===== config.mk =====
export PLATFORM = sky130hd
export DESIGN_NAME = load_cell_adc_reader
export DESIGN_NICKNAME = d
export VERILOG_FILES = /design/src/lcr_pkg.sv /design/src/lcr_cfg.sv /design/src/lcr_ctrl.sv /design/src/lcr_dp.sv /design/src/load_cell_adc_reader.sv
export SDC_FILE = /design/constraint.sdc
export NUM_CORES = 2
export LEC_CHECK = 0
export BUFFER_PORTS_ARGS = -buffer_cell sky130_fd_sc_hd__buf_2
export CORE_UTILIZATION = 52
export DETAILED_ROUTE_END_ITERATION = 16
export PLACE_DENSITY = 0.77
export SLEW_MARGIN = 25
export SYNTH_ARGS = -nofsm -noshare
export SYNTH_HDL_FRONTEND = slang
export SYNTH_SLANG_ARGS = --single-unit

===== constraint.sdc =====
create_clock -name clk -period 9.9 [get_ports clk]
set_input_delay 0.99 -clock clk [delete_from_list [all_inputs] [get_ports clk]]
set_output_delay 0.99 -clock clk [all_outputs]
set_load 0.02 [all_outputs]

===== src/lcr_pkg.sv =====
`default_nettype none

package lcr_pkg;

  // default sizing of the converter word and the averaging counter
  localparam int ADC_BITS_DEF   = 24;
  localparam int COUNT_BITS_DEF = 8;

  // fixed field widths on the ports
  localparam int IDX_W    = 5;
  localparam int AVG_W    = 24;
  localparam int NET_W    = 25;
  localparam int WEIGHT_W = 32;
  localparam int SCALE_W  = 32;
  localparam int SAMPLE_W = 8;
  localparam int GAIN_W   = 2;
  localparam int CMD_W    = 2;
  localparam int CFG_IDX_W = 2;
  localparam int IN_DATA_W  = 8;
  localparam int OUT_DATA_W = 88;

  // rounding bias and shift for the 8 fraction bit weight
  localparam int WEIGHT_SHIFT = 16;

  // command codes carried with each tick
  localparam logic [CMD_W-1:0] CMD_TICK    = 2'd0;
  localparam logic [CMD_W-1:0] CMD_MEASURE = 2'd1;
  localparam logic [CMD_W-1:0] CMD_TARE    = 2'd2;

  // configuration register indexes
  localparam logic [CFG_IDX_W-1:0] REG_GAIN_MODE    = 2'd0;
  localparam logic [CFG_IDX_W-1:0] REG_SAMPLE_COUNT = 2'd1;
  localparam logic [CFG_IDX_W-1:0] REG_SCALE_RECIP  = 2'd2;

  // gain modes
  localparam logic [GAIN_W-1:0] GAIN_A128 = 2'd0;
  localparam logic [GAIN_W-1:0] GAIN_A64  = 2'd1;
  localparam logic [GAIN_W-1:0] GAIN_B32  = 2'd2;

  // register reset values
  localparam logic [SAMPLE_W-1:0] SAMPLE_RST = 8'd1;
  localparam logic [SCALE_W-1:0]  SCALE_RST  = 32'h0100_0000;

  // commands from the controller to the datapath
  typedef struct packed {
    logic tick_load;   // write a plain tick result to the output register
    logic sck;         // clock level of that tick
    logic busy;        // busy flag of that tick
    logic clr_word;    // clear the shift word
    logic clr_acc;     // clear the accumulator
    logic shift_en;    // shift the sampled data bit in
    logic acc_add;     // add the finished reading to the accumulator
    logic div_load;    // start the divider with accumulator plus reading
    logic div_step;    // one quotient bit
    logic net_calc;    // form average and net value
    logic is_tare;     // sequence in flight is a tare
    logic mul_go;      // multiply net by scale
    logic res_load;    // write the final result to the output register
  } dp_cmd_t;

  // status from the datapath to the controller
  typedef struct packed {
    logic out_free;    // output register can take a new item this cycle
  } dp_sts_t;

endpackage

`default_nettype wire


===== src/lcr_cfg.sv =====
`default_nettype none

module lcr_cfg #(
  parameter int COUNT_BITS = 8
) (
  input  wire                              clk,
  input  wire                              rst_n,
  input  wire                              cfg_valid,
  output logic                             cfg_ready,
  input  wire  [lcr_pkg::CFG_IDX_W-1:0]    cfg_index,
  input  wire  [lcr_pkg::SCALE_W-1:0]      cfg_data,
  output logic [1:0]                       gain_pulses,
  output logic [COUNT_BITS-1:0]            eff_count,
  output logic [lcr_pkg::SCALE_W-1:0]      scale_recip
);
  import lcr_pkg::*;

  logic [GAIN_W-1:0]   gain_mode_r;
  logic [SAMPLE_W-1:0] sample_count_r;
  logic [SCALE_W-1:0]  scale_recip_r;
  logic [COUNT_BITS-1:0] count_low;

  assign cfg_ready = 1'b1;

  // register writes, unknown indexes dropped
  always_ff @(posedge clk) begin
    if (!rst_n) begin
      gain_mode_r    <= GAIN_A128;
      sample_count_r <= SAMPLE_RST;
      scale_recip_r  <= SCALE_RST;
    end else if (cfg_valid) begin
      unique case (cfg_index)
        REG_GAIN_MODE:    gain_mode_r    <= cfg_data[GAIN_W-1:0];
        REG_SAMPLE_COUNT: sample_count_r <= cfg_data[SAMPLE_W-1:0];
        REG_SCALE_RECIP:  scale_recip_r  <= cfg_data;
        default: ;
      endcase
    end
  end

  // extra clock pulses after the data bits select the next gain
  always_comb begin
    unique case (gain_mode_r)
      GAIN_A64: gain_pulses = 2'd3;
      GAIN_B32: gain_pulses = 2'd2;
      default:  gain_pulses = 2'd1;
    endcase
  end

  // zero readings means one
  assign count_low = sample_count_r[COUNT_BITS-1:0];
  assign eff_count = (count_low == '0) ? COUNT_BITS'(1) : count_low;
  assign scale_recip = scale_recip_r;

endmodule

`default_nettype wire


===== src/lcr_ctrl.sv =====
`default_nettype none

module lcr_ctrl #(
  parameter int ADC_BITS   = 24,
  parameter int COUNT_BITS = 8
) (
  input  wire                          clk,
  input  wire                          rst_n,
  input  wire                          in_tvalid,
  output logic                         in_tready,
  input  wire  [lcr_pkg::CMD_W-1:0]    cmd,
  input  wire                          dout_level,
  input  wire  [1:0]                   gain_pulses,
  input  wire  [COUNT_BITS-1:0]        eff_count,
  input  wire  lcr_pkg::dp_sts_t       sts,
  output lcr_pkg::dp_cmd_t             dcmd
);
  import lcr_pkg::*;

  localparam int ACC_W = ADC_BITS + COUNT_BITS;
  localparam int DCNT_W = $clog2(ACC_W);

  typedef enum logic [8:0] {
    S_IDLE = 9'b000000001,
    S_WAIT = 9'b000000010,
    S_BHI  = 9'b000000100,
    S_BLO  = 9'b000001000,
    S_GHI  = 9'b000010000,
    S_GLO  = 9'b000100000,
    S_DIV  = 9'b001000000,
    S_NET  = 9'b010000000,
    S_FIN  = 9'b100000000
  } state_t;

  state_t state_r, state_nxt;
  logic [IDX_W-1:0]      bit_r, bit_nxt;
  logic [IDX_W-1:0]      bit_inc;
  logic [COUNT_BITS-1:0] reads_r, reads_nxt, reads_inc;
  logic                  tare_r, tare_nxt;
  logic [DCNT_W-1:0]     dcnt_r, dcnt_nxt;
  logic                  mul_r, mul_nxt;
  logic                  tick_state;
  logic                  in_fire;

  // ticks are taken only in the link phases and while the output can take the item
  assign tick_state = (state_r == S_IDLE) || (state_r == S_WAIT) || (state_r == S_BHI) ||
                      (state_r == S_BLO) || (state_r == S_GHI) || (state_r == S_GLO);
  assign in_tready = tick_state && sts.out_free;
  assign in_fire   = in_tvalid && in_tready;
  assign bit_inc   = bit_r + IDX_W'(1);
  assign reads_inc = reads_r + COUNT_BITS'(1);

  // next state and datapath commands
  always_comb begin
    state_nxt = state_r;
    bit_nxt   = bit_r;
    reads_nxt = reads_r;
    tare_nxt  = tare_r;
    dcnt_nxt  = dcnt_r;
    mul_nxt   = 1'b0;
    dcmd      = '0;
    dcmd.is_tare = tare_r;
    unique case (state_r)
      S_IDLE: begin
        if (in_fire) begin
          dcmd.tick_load = 1'b1;
          if (cmd == CMD_MEASURE || cmd == CMD_TARE) begin
            dcmd.busy     = 1'b1;
            dcmd.clr_word = 1'b1;
            dcmd.clr_acc  = 1'b1;
            tare_nxt  = (cmd == CMD_TARE);
            reads_nxt = '0;
            bit_nxt   = '0;
            state_nxt = S_WAIT;
          end
        end
      end
      S_WAIT: begin
        if (in_fire) begin
          dcmd.tick_load = 1'b1;
          dcmd.busy      = 1'b1;
          if (!dout_level) begin
            dcmd.clr_word = 1'b1;
            bit_nxt   = '0;
            state_nxt = S_BHI;
          end
        end
      end
      S_BHI: begin
        if (in_fire) begin
          dcmd.tick_load = 1'b1;
          dcmd.busy      = 1'b1;
          dcmd.sck       = 1'b1;
          state_nxt      = S_BLO;
        end
      end
      S_BLO: begin
        if (in_fire) begin
          dcmd.tick_load = 1'b1;
          dcmd.busy      = 1'b1;
          dcmd.shift_en  = 1'b1;
          if (bit_inc >= IDX_W'(ADC_BITS)) begin
            bit_nxt   = '0;
            state_nxt = S_GHI;
          end else begin
            bit_nxt   = bit_inc;
            state_nxt = S_BHI;
          end
        end
      end
      S_GHI: begin
        if (in_fire) begin
          dcmd.tick_load = 1'b1;
          dcmd.busy      = 1'b1;
          dcmd.sck       = 1'b1;
          state_nxt      = S_GLO;
        end
      end
      S_GLO: begin
        if (in_fire) begin
          if (bit_inc < {{(IDX_W-2){1'b0}}, gain_pulses}) begin
            dcmd.tick_load = 1'b1;
            dcmd.busy      = 1'b1;
            bit_nxt        = bit_inc;
            state_nxt      = S_GHI;
          end else begin
            bit_nxt = '0;
            if (reads_inc >= eff_count || reads_inc == '0) begin
              // last read: result comes after divide and multiply
              dcmd.div_load = 1'b1;
              reads_nxt     = '0;
              dcnt_nxt      = '0;
              state_nxt     = S_DIV;
            end else begin
              dcmd.tick_load = 1'b1;
              dcmd.busy      = 1'b1;
              dcmd.acc_add   = 1'b1;
              reads_nxt      = reads_inc;
              state_nxt      = S_WAIT;
            end
          end
        end
      end
      S_DIV: begin
        dcmd.div_step = 1'b1;
        dcnt_nxt      = dcnt_r + DCNT_W'(1);
        if (dcnt_r == DCNT_W'(ACC_W - 1)) begin
          state_nxt = S_NET;
        end
      end
      S_NET: begin
        dcmd.net_calc = 1'b1;
        mul_nxt       = 1'b1;
        state_nxt     = S_FIN;
      end
      S_FIN: begin
        // product is registered in the cycle after the net value
        dcmd.mul_go = mul_r;
        if (!mul_r && sts.out_free) begin
          dcmd.res_load = 1'b1;
          tare_nxt      = 1'b0;
          state_nxt     = S_IDLE;
        end
      end
      default: state_nxt = S_IDLE;
    endcase
  end

  // control registers
  always_ff @(posedge clk) begin
    if (!rst_n) begin
      state_r <= S_IDLE;
      bit_r   <= '0;
      reads_r <= '0;
      tare_r  <= 1'b0;
      dcnt_r  <= '0;
      mul_r   <= 1'b0;
    end else begin
      state_r <= state_nxt;
      bit_r   <= bit_nxt;
      reads_r <= reads_nxt;
      tare_r  <= tare_nxt;
      dcnt_r  <= dcnt_nxt;
      mul_r   <= mul_nxt;
    end
  end

endmodule

`default_nettype wire


===== src/lcr_dp.sv =====
`default_nettype none

module lcr_dp #(
  parameter int ADC_BITS   = 24,
  parameter int COUNT_BITS = 8
) (
  input  wire                                clk,
  input  wire                                rst_n,
  input  wire  lcr_pkg::dp_cmd_t             dcmd,
  output lcr_pkg::dp_sts_t                   sts,
  input  wire                                dout_level,
  input  wire  [COUNT_BITS-1:0]              eff_count,
  input  wire  [lcr_pkg::SCALE_W-1:0]        scale_recip,
  output logic                               out_tvalid,
  input  wire                                out_tready,
  output logic                               sck_level,
  output logic                               busy_res,
  output logic                               result_valid,
  output logic                               was_tare,
  output logic [lcr_pkg::AVG_W-1:0]          raw_average,
  output logic signed [lcr_pkg::NET_W-1:0]   net_value,
  output logic signed [lcr_pkg::WEIGHT_W-1:0] weight_units
);
  import lcr_pkg::*;

  localparam int ACC_W  = ADC_BITS + COUNT_BITS;
  localparam int PROD_W = ADC_BITS + 1 + SCALE_W + 1;
  localparam int SH_W   = PROD_W - WEIGHT_SHIFT;

  logic [ADC_BITS-1:0]    word_r;
  logic [ACC_W-1:0]       acc_r;
  logic [ACC_W-1:0]       reading;
  logic [ACC_W-1:0]       acc_sum;
  logic [ADC_BITS-1:0]    tare_off_r;

  logic [ACC_W-1:0]       quo_r;
  logic [COUNT_BITS-1:0]  rem_r;
  logic [COUNT_BITS:0]    rem_sh;
  logic                   rem_ge;

  logic [ADC_BITS-1:0]         avg;
  logic [ADC_BITS-1:0]         avg_r;
  logic signed [ADC_BITS:0]    net_r;
  logic signed [ADC_BITS:0]    net_diff;
  logic signed [SCALE_W:0]     scale_s;
  logic signed [PROD_W-1:0]    prod_r;
  logic [PROD_W-1:0]           prod_rnd;
  logic [SH_W-1:0]             shifted;
  logic [WEIGHT_W-1:0]         weight_sat;
  logic                        hi_ones, hi_zeros;

  logic out_valid_r;
  logic out_free;

  assign out_free     = !out_valid_r || out_tready;
  assign sts.out_free = out_free;
  assign out_tvalid   = out_valid_r;

  // top bit flipped turns the two's complement reading into offset binary
  assign reading = ACC_W'({~word_r[ADC_BITS-1], word_r[ADC_BITS-2:0]});
  assign acc_sum = acc_r + reading;

  // serial shift word, accumulator and stored offset
  always_ff @(posedge clk) begin
    if (!rst_n) begin
      word_r     <= '0;
      acc_r      <= '0;
      tare_off_r <= '0;
    end else begin
      if (dcmd.clr_word) begin
        word_r <= '0;
      end else if (dcmd.shift_en) begin
        word_r <= {word_r[ADC_BITS-2:0], dout_level};
      end
      if (dcmd.clr_acc || dcmd.div_load) begin
        acc_r <= '0;
      end else if (dcmd.acc_add) begin
        acc_r <= acc_sum;
      end
      if (dcmd.net_calc && dcmd.is_tare) begin
        tare_off_r <= avg;
      end
    end
  end

  // restoring divider, one quotient bit per cycle
  assign rem_sh = {rem_r, quo_r[ACC_W-1]};
  assign rem_ge = (rem_sh >= {1'b0, eff_count});

  always_ff @(posedge clk) begin
    if (dcmd.div_load) begin
      quo_r <= acc_sum;
      rem_r <= '0;
    end else if (dcmd.div_step) begin
      quo_r <= {quo_r[ACC_W-2:0], rem_ge};
      rem_r <= rem_ge ? COUNT_BITS'(rem_sh - {1'b0, eff_count}) : rem_sh[COUNT_BITS-1:0];
    end
  end

  // average and net value; a tare reports zero net
  assign avg      = quo_r[ADC_BITS-1:0];
  assign net_diff = $signed({1'b0, avg}) - $signed({1'b0, tare_off_r});
  assign scale_s  = $signed({1'b0, scale_recip});

  always_ff @(posedge clk) begin
    if (dcmd.net_calc) begin
      avg_r <= avg;
      net_r <= dcmd.is_tare ? '0 : net_diff;
    end
    if (dcmd.mul_go) begin
      prod_r <= net_r * scale_s;
    end
  end

  // round half up, drop 16 bits, saturate to 32 signed
  assign prod_rnd = prod_r + PROD_W'(1 << (WEIGHT_SHIFT - 1));
  assign shifted  = prod_rnd[PROD_W-1:WEIGHT_SHIFT];
  assign hi_ones  = &shifted[SH_W-1:WEIGHT_W-1];
  assign hi_zeros = ~|shifted[SH_W-1:WEIGHT_W-1];

  always_comb begin
    if (shifted[SH_W-1] && !hi_ones) begin
      weight_sat = {1'b1, {(WEIGHT_W-1){1'b0}}};
    end else if (!shifted[SH_W-1] && !hi_zeros) begin
      weight_sat = {1'b0, {(WEIGHT_W-1){1'b1}}};
    end else begin
      weight_sat = shifted[WEIGHT_W-1:0];
    end
  end

  // output item register
  always_ff @(posedge clk) begin
    if (!rst_n) begin
      out_valid_r <= 1'b0;
    end else if (dcmd.tick_load || dcmd.res_load) begin
      out_valid_r <= 1'b1;
    end else if (out_tready) begin
      out_valid_r <= 1'b0;
    end
  end

  always_ff @(posedge clk) begin
    if (dcmd.tick_load) begin
      sck_level    <= dcmd.sck;
      busy_res     <= dcmd.busy;
      result_valid <= 1'b0;
      was_tare     <= 1'b0;
      raw_average  <= '0;
      net_value    <= '0;
      weight_units <= '0;
    end else if (dcmd.res_load) begin
      sck_level    <= 1'b0;
      busy_res     <= 1'b0;
      result_valid <= 1'b1;
      was_tare     <= dcmd.is_tare;
      raw_average  <= AVG_W'(avg_r);
      net_value    <= NET_W'(net_r);
      weight_units <= weight_sat;
    end
  end

endmodule

`default_nettype wire


===== src/load_cell_adc_reader.sv =====
`default_nettype none

// Two-wire bridge converter reader. Each input item is one half period of the
// serial clock: tuser carries the command (tick, measure, tare) and tdata bit 0
// the sampled data pin; each item returns one output item with the clock level
// to drive for that half period and the busy flag. A measure or tare waits for
// the data pin to go low, clocks in ADC_BITS bits MSB first, adds 1, 3 or 2
// gain pulses by gain mode, and repeats for sample_count readings. The item
// that finishes the last reading returns the average, the net value against
// the stored offset and the scaled weight (8 fraction bits, saturated); a tare
// stores the average as the new offset instead. The finishing item passes
// through the restoring divider, which produces one quotient bit per cycle,
// then the net, multiply and output stages, and no new item is taken
// until the result is loaded. Configuration is taken at once on any cycle.
module load_cell_adc_reader #(
  parameter int ADC_BITS   = lcr_pkg::ADC_BITS_DEF,
  parameter int COUNT_BITS = lcr_pkg::COUNT_BITS_DEF
) (
  input  wire                                clk,
  input  wire                                rst_n,
  // input channel
  input  wire                                in_tvalid,
  output logic                               in_tready,
  input  wire  [lcr_pkg::IN_DATA_W-1:0]      in_tdata,   // [0] dout_level, rest zero
  input  wire  [lcr_pkg::CMD_W-1:0]          in_tuser,   // [1:0] cmd
  // result channel
  output logic                               out_tvalid,
  input  wire                                out_tready,
  // [0] sck_level, [1] busy_res, [2] result_valid, [26:3] raw_average,
  // [51:27] net_value, [83:52] weight_units, [87:84] zero
  output logic [lcr_pkg::OUT_DATA_W-1:0]     out_tdata,
  output logic                               out_tuser,  // [0] was_tare
  // configuration
  input  wire                                cfg_valid,
  output logic                               cfg_ready,
  input  wire  [lcr_pkg::CFG_IDX_W-1:0]      cfg_index,
  input  wire  [lcr_pkg::SCALE_W-1:0]        cfg_data
);
  import lcr_pkg::*;

  logic [1:0]             gain_pulses;
  logic [COUNT_BITS-1:0]  eff_count;
  logic [SCALE_W-1:0]     scale_recip;
  dp_cmd_t                dcmd;
  dp_sts_t                sts;

  logic                         sck_level;
  logic                         busy_res;
  logic                         result_valid;
  logic                         was_tare;
  logic [AVG_W-1:0]             raw_average;
  logic signed [NET_W-1:0]      net_value;
  logic signed [WEIGHT_W-1:0]   weight_units;

  lcr_cfg #(
    .COUNT_BITS (COUNT_BITS)
  ) u_cfg (
    .clk         (clk),
    .rst_n       (rst_n),
    .cfg_valid   (cfg_valid),
    .cfg_ready   (cfg_ready),
    .cfg_index   (cfg_index),
    .cfg_data    (cfg_data),
    .gain_pulses (gain_pulses),
    .eff_count   (eff_count),
    .scale_recip (scale_recip)
  );

  lcr_ctrl #(
    .ADC_BITS   (ADC_BITS),
    .COUNT_BITS (COUNT_BITS)
  ) u_ctrl (
    .clk         (clk),
    .rst_n       (rst_n),
    .in_tvalid   (in_tvalid),
    .in_tready   (in_tready),
    .cmd         (in_tuser),
    .dout_level  (in_tdata[0]),
    .gain_pulses (gain_pulses),
    .eff_count   (eff_count),
    .sts         (sts),
    .dcmd        (dcmd)
  );

  lcr_dp #(
    .ADC_BITS   (ADC_BITS),
    .COUNT_BITS (COUNT_BITS)
  ) u_dp (
    .clk          (clk),
    .rst_n        (rst_n),
    .dcmd         (dcmd),
    .sts          (sts),
    .dout_level   (in_tdata[0]),
    .eff_count    (eff_count),
    .scale_recip  (scale_recip),
    .out_tvalid   (out_tvalid),
    .out_tready   (out_tready),
    .sck_level    (sck_level),
    .busy_res     (busy_res),
    .result_valid (result_valid),
    .was_tare     (was_tare),
    .raw_average  (raw_average),
    .net_value    (net_value),
    .weight_units (weight_units)
  );

  // pack the result fields
  assign out_tdata = {4'b0000, weight_units, net_value, raw_average,
                      result_valid, busy_res, sck_level};
  assign out_tuser = was_tare;

endmodule

`default_nettype wire

**Word-level counts from Yosys, hierarchy flattened**

Cells that the tools add are included.

- Register bits after elaboration: 384
- Latch bits: 0
- Bits in writable memories: 0
- ROM bits: 0
- Bits of input ports: 49
- Output and inout bits: 92
- Logic and storage cells: 183
- Memories: 0

- $add $sub $neg: 7
- $mul: 1
- Div/mod/pow operators: 0
- Order comparisons: 4
- Equal/unequal tests: 28
- Shifts and indexed selects: 0
- Muxes and demuxes: 72
- Bitwise operators: 2
- Reductions and logical operators: 44

Operator list:

| operator | number |
|---|---|
| $mux 32 | 4 |
| $mux 9 | 11 |
| $pmux 9 s9 | 1 |
| $mux 5 | 12 |
| $add 58x17->58 const B | 1 |
| $mul 25x33->58 | 1 |
| $mux 8 | 7 |
| $add 32x24->32 | 1 |
| $sub 24x24->25 | 1 |
| $mux 1 | 20 |
| $pmux 5 s4 | 1 |
| $logic_not 8->1 | 2 |
| $ne 2x1->1 const B | 8 |
| $pmux 8 s2 | 1 |
| $reduce_bool 2->1 | 6 |
| $reduce_and 11->1 | 1 |
| $reduce_or 11->1 | 1 |
| $add 5x1->5 const B | 2 |
| $logic_or 1x1->1 | 10 |
| $mux 2 | 5 |
| $pmux 5 s2 | 1 |
| $reduce_and 10->1 | 1 |
| $eq 9x1->1 const B | 1 |
| $eq 9x2->1 const B | 1 |
| 34 further kinds | 58 |

**Logic depth before layout (Yosys ltp)**

- Depth after elaboration: 12
- Gate-level depth with buffers: 26
- Depth with buffers taken out: 24

**Modules after synthesis**

Synthesis repeated with hierarchy kept, for this count alone.

- Cell total of the unflattened synthesis: 4620
- Area, all modules: 43514.2 µm²

By module, submodules not included:

| module | times used | cells each | area each (µm²) | sequential area each (µm²) |
|---|---|---|---|---|
| lcr_dp | 1 | 4142 | 39484.1 | 7226.9 |
| lcr_ctrl | 1 | 279 | 2207.1 | 580.6 |
| lcr_cfg | 1 | 191 | 1766.7 | 840.8 |
| load_cell_adc_reader | 1 | 8 | 56.3 | 0.0 |

**Worst setup path before layout**

No wires, ideal clock.

- Path kind: register to register
- Start: reg u_dp.net_r[4]
- End: reg u_dp.prod_r[53], data pin
- Setup time: 0.260 ns
- Data arrival time: 6.516 ns
- Required time: 9.640 ns
- Slack: 3.124 ns
- Cell stages (with the launch flop): 26
- Path buffers: 2
- Period minus slack after synthesis: 6.776 ns
- Cells stage by stage: edfxtp_1 -> clkbuf_1 -> nand2_1 -> fa_1 -> inv_1 -> fa_1 -> inv_1 -> fa_1 -> fa_1 -> inv_1 -> fa_1 -> fa_1 -> inv_1 -> fa_1 -> inv_1 -> ha_1 -> clkbuf_1 -> nand4_1 -> nor3_1 -> nand3_1 -> a211o_1 -> a21boi_0 -> o31ai_1 -> o31ai_1 -> a21boi_0 -> xnor2_1

- Cells in the longest elaborated chain, start to end: 1

RTL lines:

| what | line | source |
|---|---|---|
| start: declaration | lcr_dp.sv:43 | `logic signed [ADC_BITS:0] net_r;` |
| start signal: assignment | lcr_dp.sv:108 | `net_r <= dcmd.is_tare ? '0 : net_diff;` |
| $mul 25x33->58 | lcr_dp.sv:111 | `prod_r <= net_r * scale_s;` |
| end signal: assignment | lcr_dp.sv:111 |  |
| end: declaration | lcr_dp.sv:46 | `logic signed [PROD_W-1:0] prod_r;` |

No other way between the ends.
A chain may end at the register's enable or synchronous reset.

**Final worst setup path**

- Start: reg u_dp.net_r[4]
- End: reg u_dp.prod_r[57], data pin

Same word-level chain as after synthesis.

==> metrics.cfg <==
[floorplan]
num_rows = 105
die_h_um = 290.6
start_util_pct = 52.66
io_pins = 141
die_area_um2 = 84450
die_w_um = 290.6
core_region_area_um2 = 82240

[power_and_ir_drop]
p_leak_nw = 22.13
ir_worst_vdd_v = 0.0001902
p_total_mw = 5.472
power.density_nw_per_um2 = 118.1

[cts]
cts_root_buf = clkbuf_16
clock_sinks = 369
cts_hold_buf = 0
cts_tree = built
cts_max_level = 2
clk_path_buf_depth = 3
clk_latency_ps = 590
cts_buffers = 42
postCtsResizedCells = 0
cts.clk_slew.worst_paths_ps = 60
cts_setup_buffers = 0

[synthesis]
yosysTopAreaCellShare_pct = 31.85
async_flop_share_pct = 0
avgSynthCellArea_um2 = 8.967
synth.most_common_cell = nand2_1
yosys.area.top_type = fa_1
syn_inst = 4830
synthTopCellsByArea = fa_1, dfxtp_1, edfxtp_1
synthFlopType = dfxtp_1
synth_edf_count = 126
synth.distinct_cells = 85
synth_area_um2 = 43310
synth_warnings = 0
synth.ff_latch_count = 369
yosys-top-cells-count = nand2_1, inv_1, fa_1
ys_seq_area_share_pct = 19.97

[global_route]
grt_pass1_wl_um = 185700
grt_pass1_vias = 34830
antenna_found_initial = 4
grt_overflow = 0
grt_start_max_net_pins = 79
grtUsageTotal_pct = 28.01

[route]
antenna_left = 0
dr.pass1.iters = 6
viasPerCell = 5.591
drt_iter0_markers = 2609
wire_per_inst_um = 19.48
vias = 33240
totalWireLength_um = 115800
drc = 0

[worst_setup_path]
path_common_cell = fa_1
crit_chain = buf_4 > nand2_1 > fa_1 > inv_1 > fa_1 > inv_1 > fa_1 > fa_1 > inv_1 > fa_1 > fa_1 > inv_1 > fa_1 > inv_1 > ha_1 > nand4_1 > nor3_1 > a22oi_1 > and4b_1 > a21boi_0 > o31ai_1 > o21ai_0 > a31oi_1 > xnor2_1
reg2reg_depth = 24
cp.required_ps = 10240
critical_path.startpoint_type = register
path_class = reg2reg
end_kind = register
arrival_ps = 8800
critPathMaxFanout = 18
slowest_delay_ps = 1080
crit_path_top_delay_cell = edfxtp_1

[layout]
fill_cells = 7160
drive_gt1_share_pct = 6.669
fin_nets = 5872
final_cell_count_no_fill = 5946
multi_input_area_um2 = 30620
regArea_um2 = 8655
stdcell_area_um2 = 46340
area_growth_syn_to_layout_pct = 7.009

[placement]
dp_hpwl_um = 85880
place.gp.congestion = 0.9170
placedInstanceArea_um2 = 44890
dp_slack_ps = 1548
port_buffers = 128
place_inst = 5863

[sta]
rsz0062_at_grt = false
slew_violations = 0
slew_headroom_pct = 21.73
final_hold_viol_count = 0
setup_viol = 0
min_period_ps = 8461
fin_crit_sh_pct = 85.47
layout_setup_ws_ps = 1439
fmax_mhz = 118.2
setup_tns_ps = 0
finClkSkew_ps = 38.35
worst_slew_pin_slew_ps = 1172

[job]
drv_cap = 0

[hold_path]
min_path_cells = 2
hold_class = reg2reg

[outcome]
status = complete, no violations

==> metal layers <==
metal | part of all wire (%) | track usage, %
met5 | 0 | 0
met4 | 5.4 | 13.70
met3 | 7.2 | 3.885
met2 | 50 | 48.59
met1 | 38 | 34.23
==> final cells by class <==
| type | instances | share of cell area (%) |
|---|---|---|
| Multi-Input combinational cell | 3404 | 66.07 |
| Clock inverter | 20 | 0.4806 |
| Sequential cell | 369 | 18.67 |
| Inverter | 813 | 6.585 |
| Clock buffer | 58 | 2.527 |
| Tap cell | 1070 | 2.889 |
| Timing Repair Buffer | 209 | 2.754 |
| Antenna cell | 3 | 0.01620 |
==> registers in the layout, indices dropped and copies added, names as in the netlist, 2 cells and up <==
signal             flops
u_dp.prod_r           43
u_cfg.scale_recip     32
u_dp.acc_r            32
u_dp.quo_r            32
u_dp.weight_units     32
u_dp.net_r            25
u_dp.net_value        25
u_dp.avg_r            24
u_dp.raw_average      24
u_dp.tare_off_r       24
u_dp.word_r           24
u_ctrl.state_r         9
u_cfg.count_low        8
u_ctrl.reads_r         8
u_dp.rem_r             8
u_ctrl.bit_r           5
u_ctrl.dcnt_r          5
u_cfg.gain_mode_r      2
==> stage by stage <==
stage,util (%),hold slack (ps)
final,56.35,449.5
after global routing,56.34,472.0
after CTS,56.28,451.9
after detailed placement,54.59,443.4
after global placement,54.58,440.1
after floorplan,-,432.2
==> worst paths after layout <==
kind | start | end | slack (ps)
setup / recovery | u_dp.net_r[4]$_SDFFCE_PP0P_ | u_dp.prod_r[57]$_DFFE_PP_ | 1440
hold / removal | u_dp.raw_average[15]$_SDFFE_PP0P_ | u_dp.raw_average[15]$_SDFFE_PP0P_ | 450
setup reg to reg | u_dp.net_r[4]$_SDFFCE_PP0P_ | u_dp.prod_r[57]$_DFFE_PP_ | 1440
hold reg to reg | u_dp.raw_average[15]$_SDFFE_PP0P_ | u_dp.raw_average[15]$_SDFFE_PP0P_ | 450
==> critical path: cells and delay by family, from the launching register on <==
kind	cells	cell delay, ps
simple gates	4	810
compound gates	5	1600
fa+ha+maj	8	3940
flops	1	1080
buf+inv	6	690
xor+xnor	1	110
==> placed cells by master, fill, tap and decap left out, types with 10 or more instances in the layout <==
cell type and instances:
nand2_1 816, inv_1 812, fa_1 689, and2_1 402, ha_1 295, a21oi_1 250, dfxtp_1 238, nor2_1 188
buf_2 128, edfxtp_1 126, buf_4 79, o21ai_0 77, xor2_1 70, xnor2_1 66, nand3_1 54, a21o_1 43
clkbuf_16 42, mux2i_1 41, nor2b_1 38, o211ai_1 36, nand2b_1 36, nand4_1 33, nor3_1 25, a211oi_1 19
and3_1 19, a31oi_1 14, o21bai_1 13, nor3b_1 12, o21a_1 11, clkbuf_1 10
==> power breakdown <==
| group | total (mW) | internal (mW) | switching [mW] |
|---|---|---|---|
| Clock | 1.57 | 0.917 | 0.653 |
| Sequential | 1.68 | 1.65 | 0.0336 |
| Combinational | 2.22 | 0.792 | 1.43 |
| Total | 5.47 | 3.36 | 2.12 |
==> kinds of logic after synthesis <==
family                   count (synthesis)  share of synthesized area (%)
AO/OA/AOI/OAI                          549                          7.881
XOR/XNOR                               136                          2.750
adder cells (fa/ha/maj)                984                          40.37
buffers and inverters                 1060                          9.424
flip-flops                             369                          19.97
multiplexers                            44                          1.026
other                                    2                        0.01734
AND/OR/NAND/NOR                       1686                          18.56
Note: power is estimated with default switching activity, not from simulation.
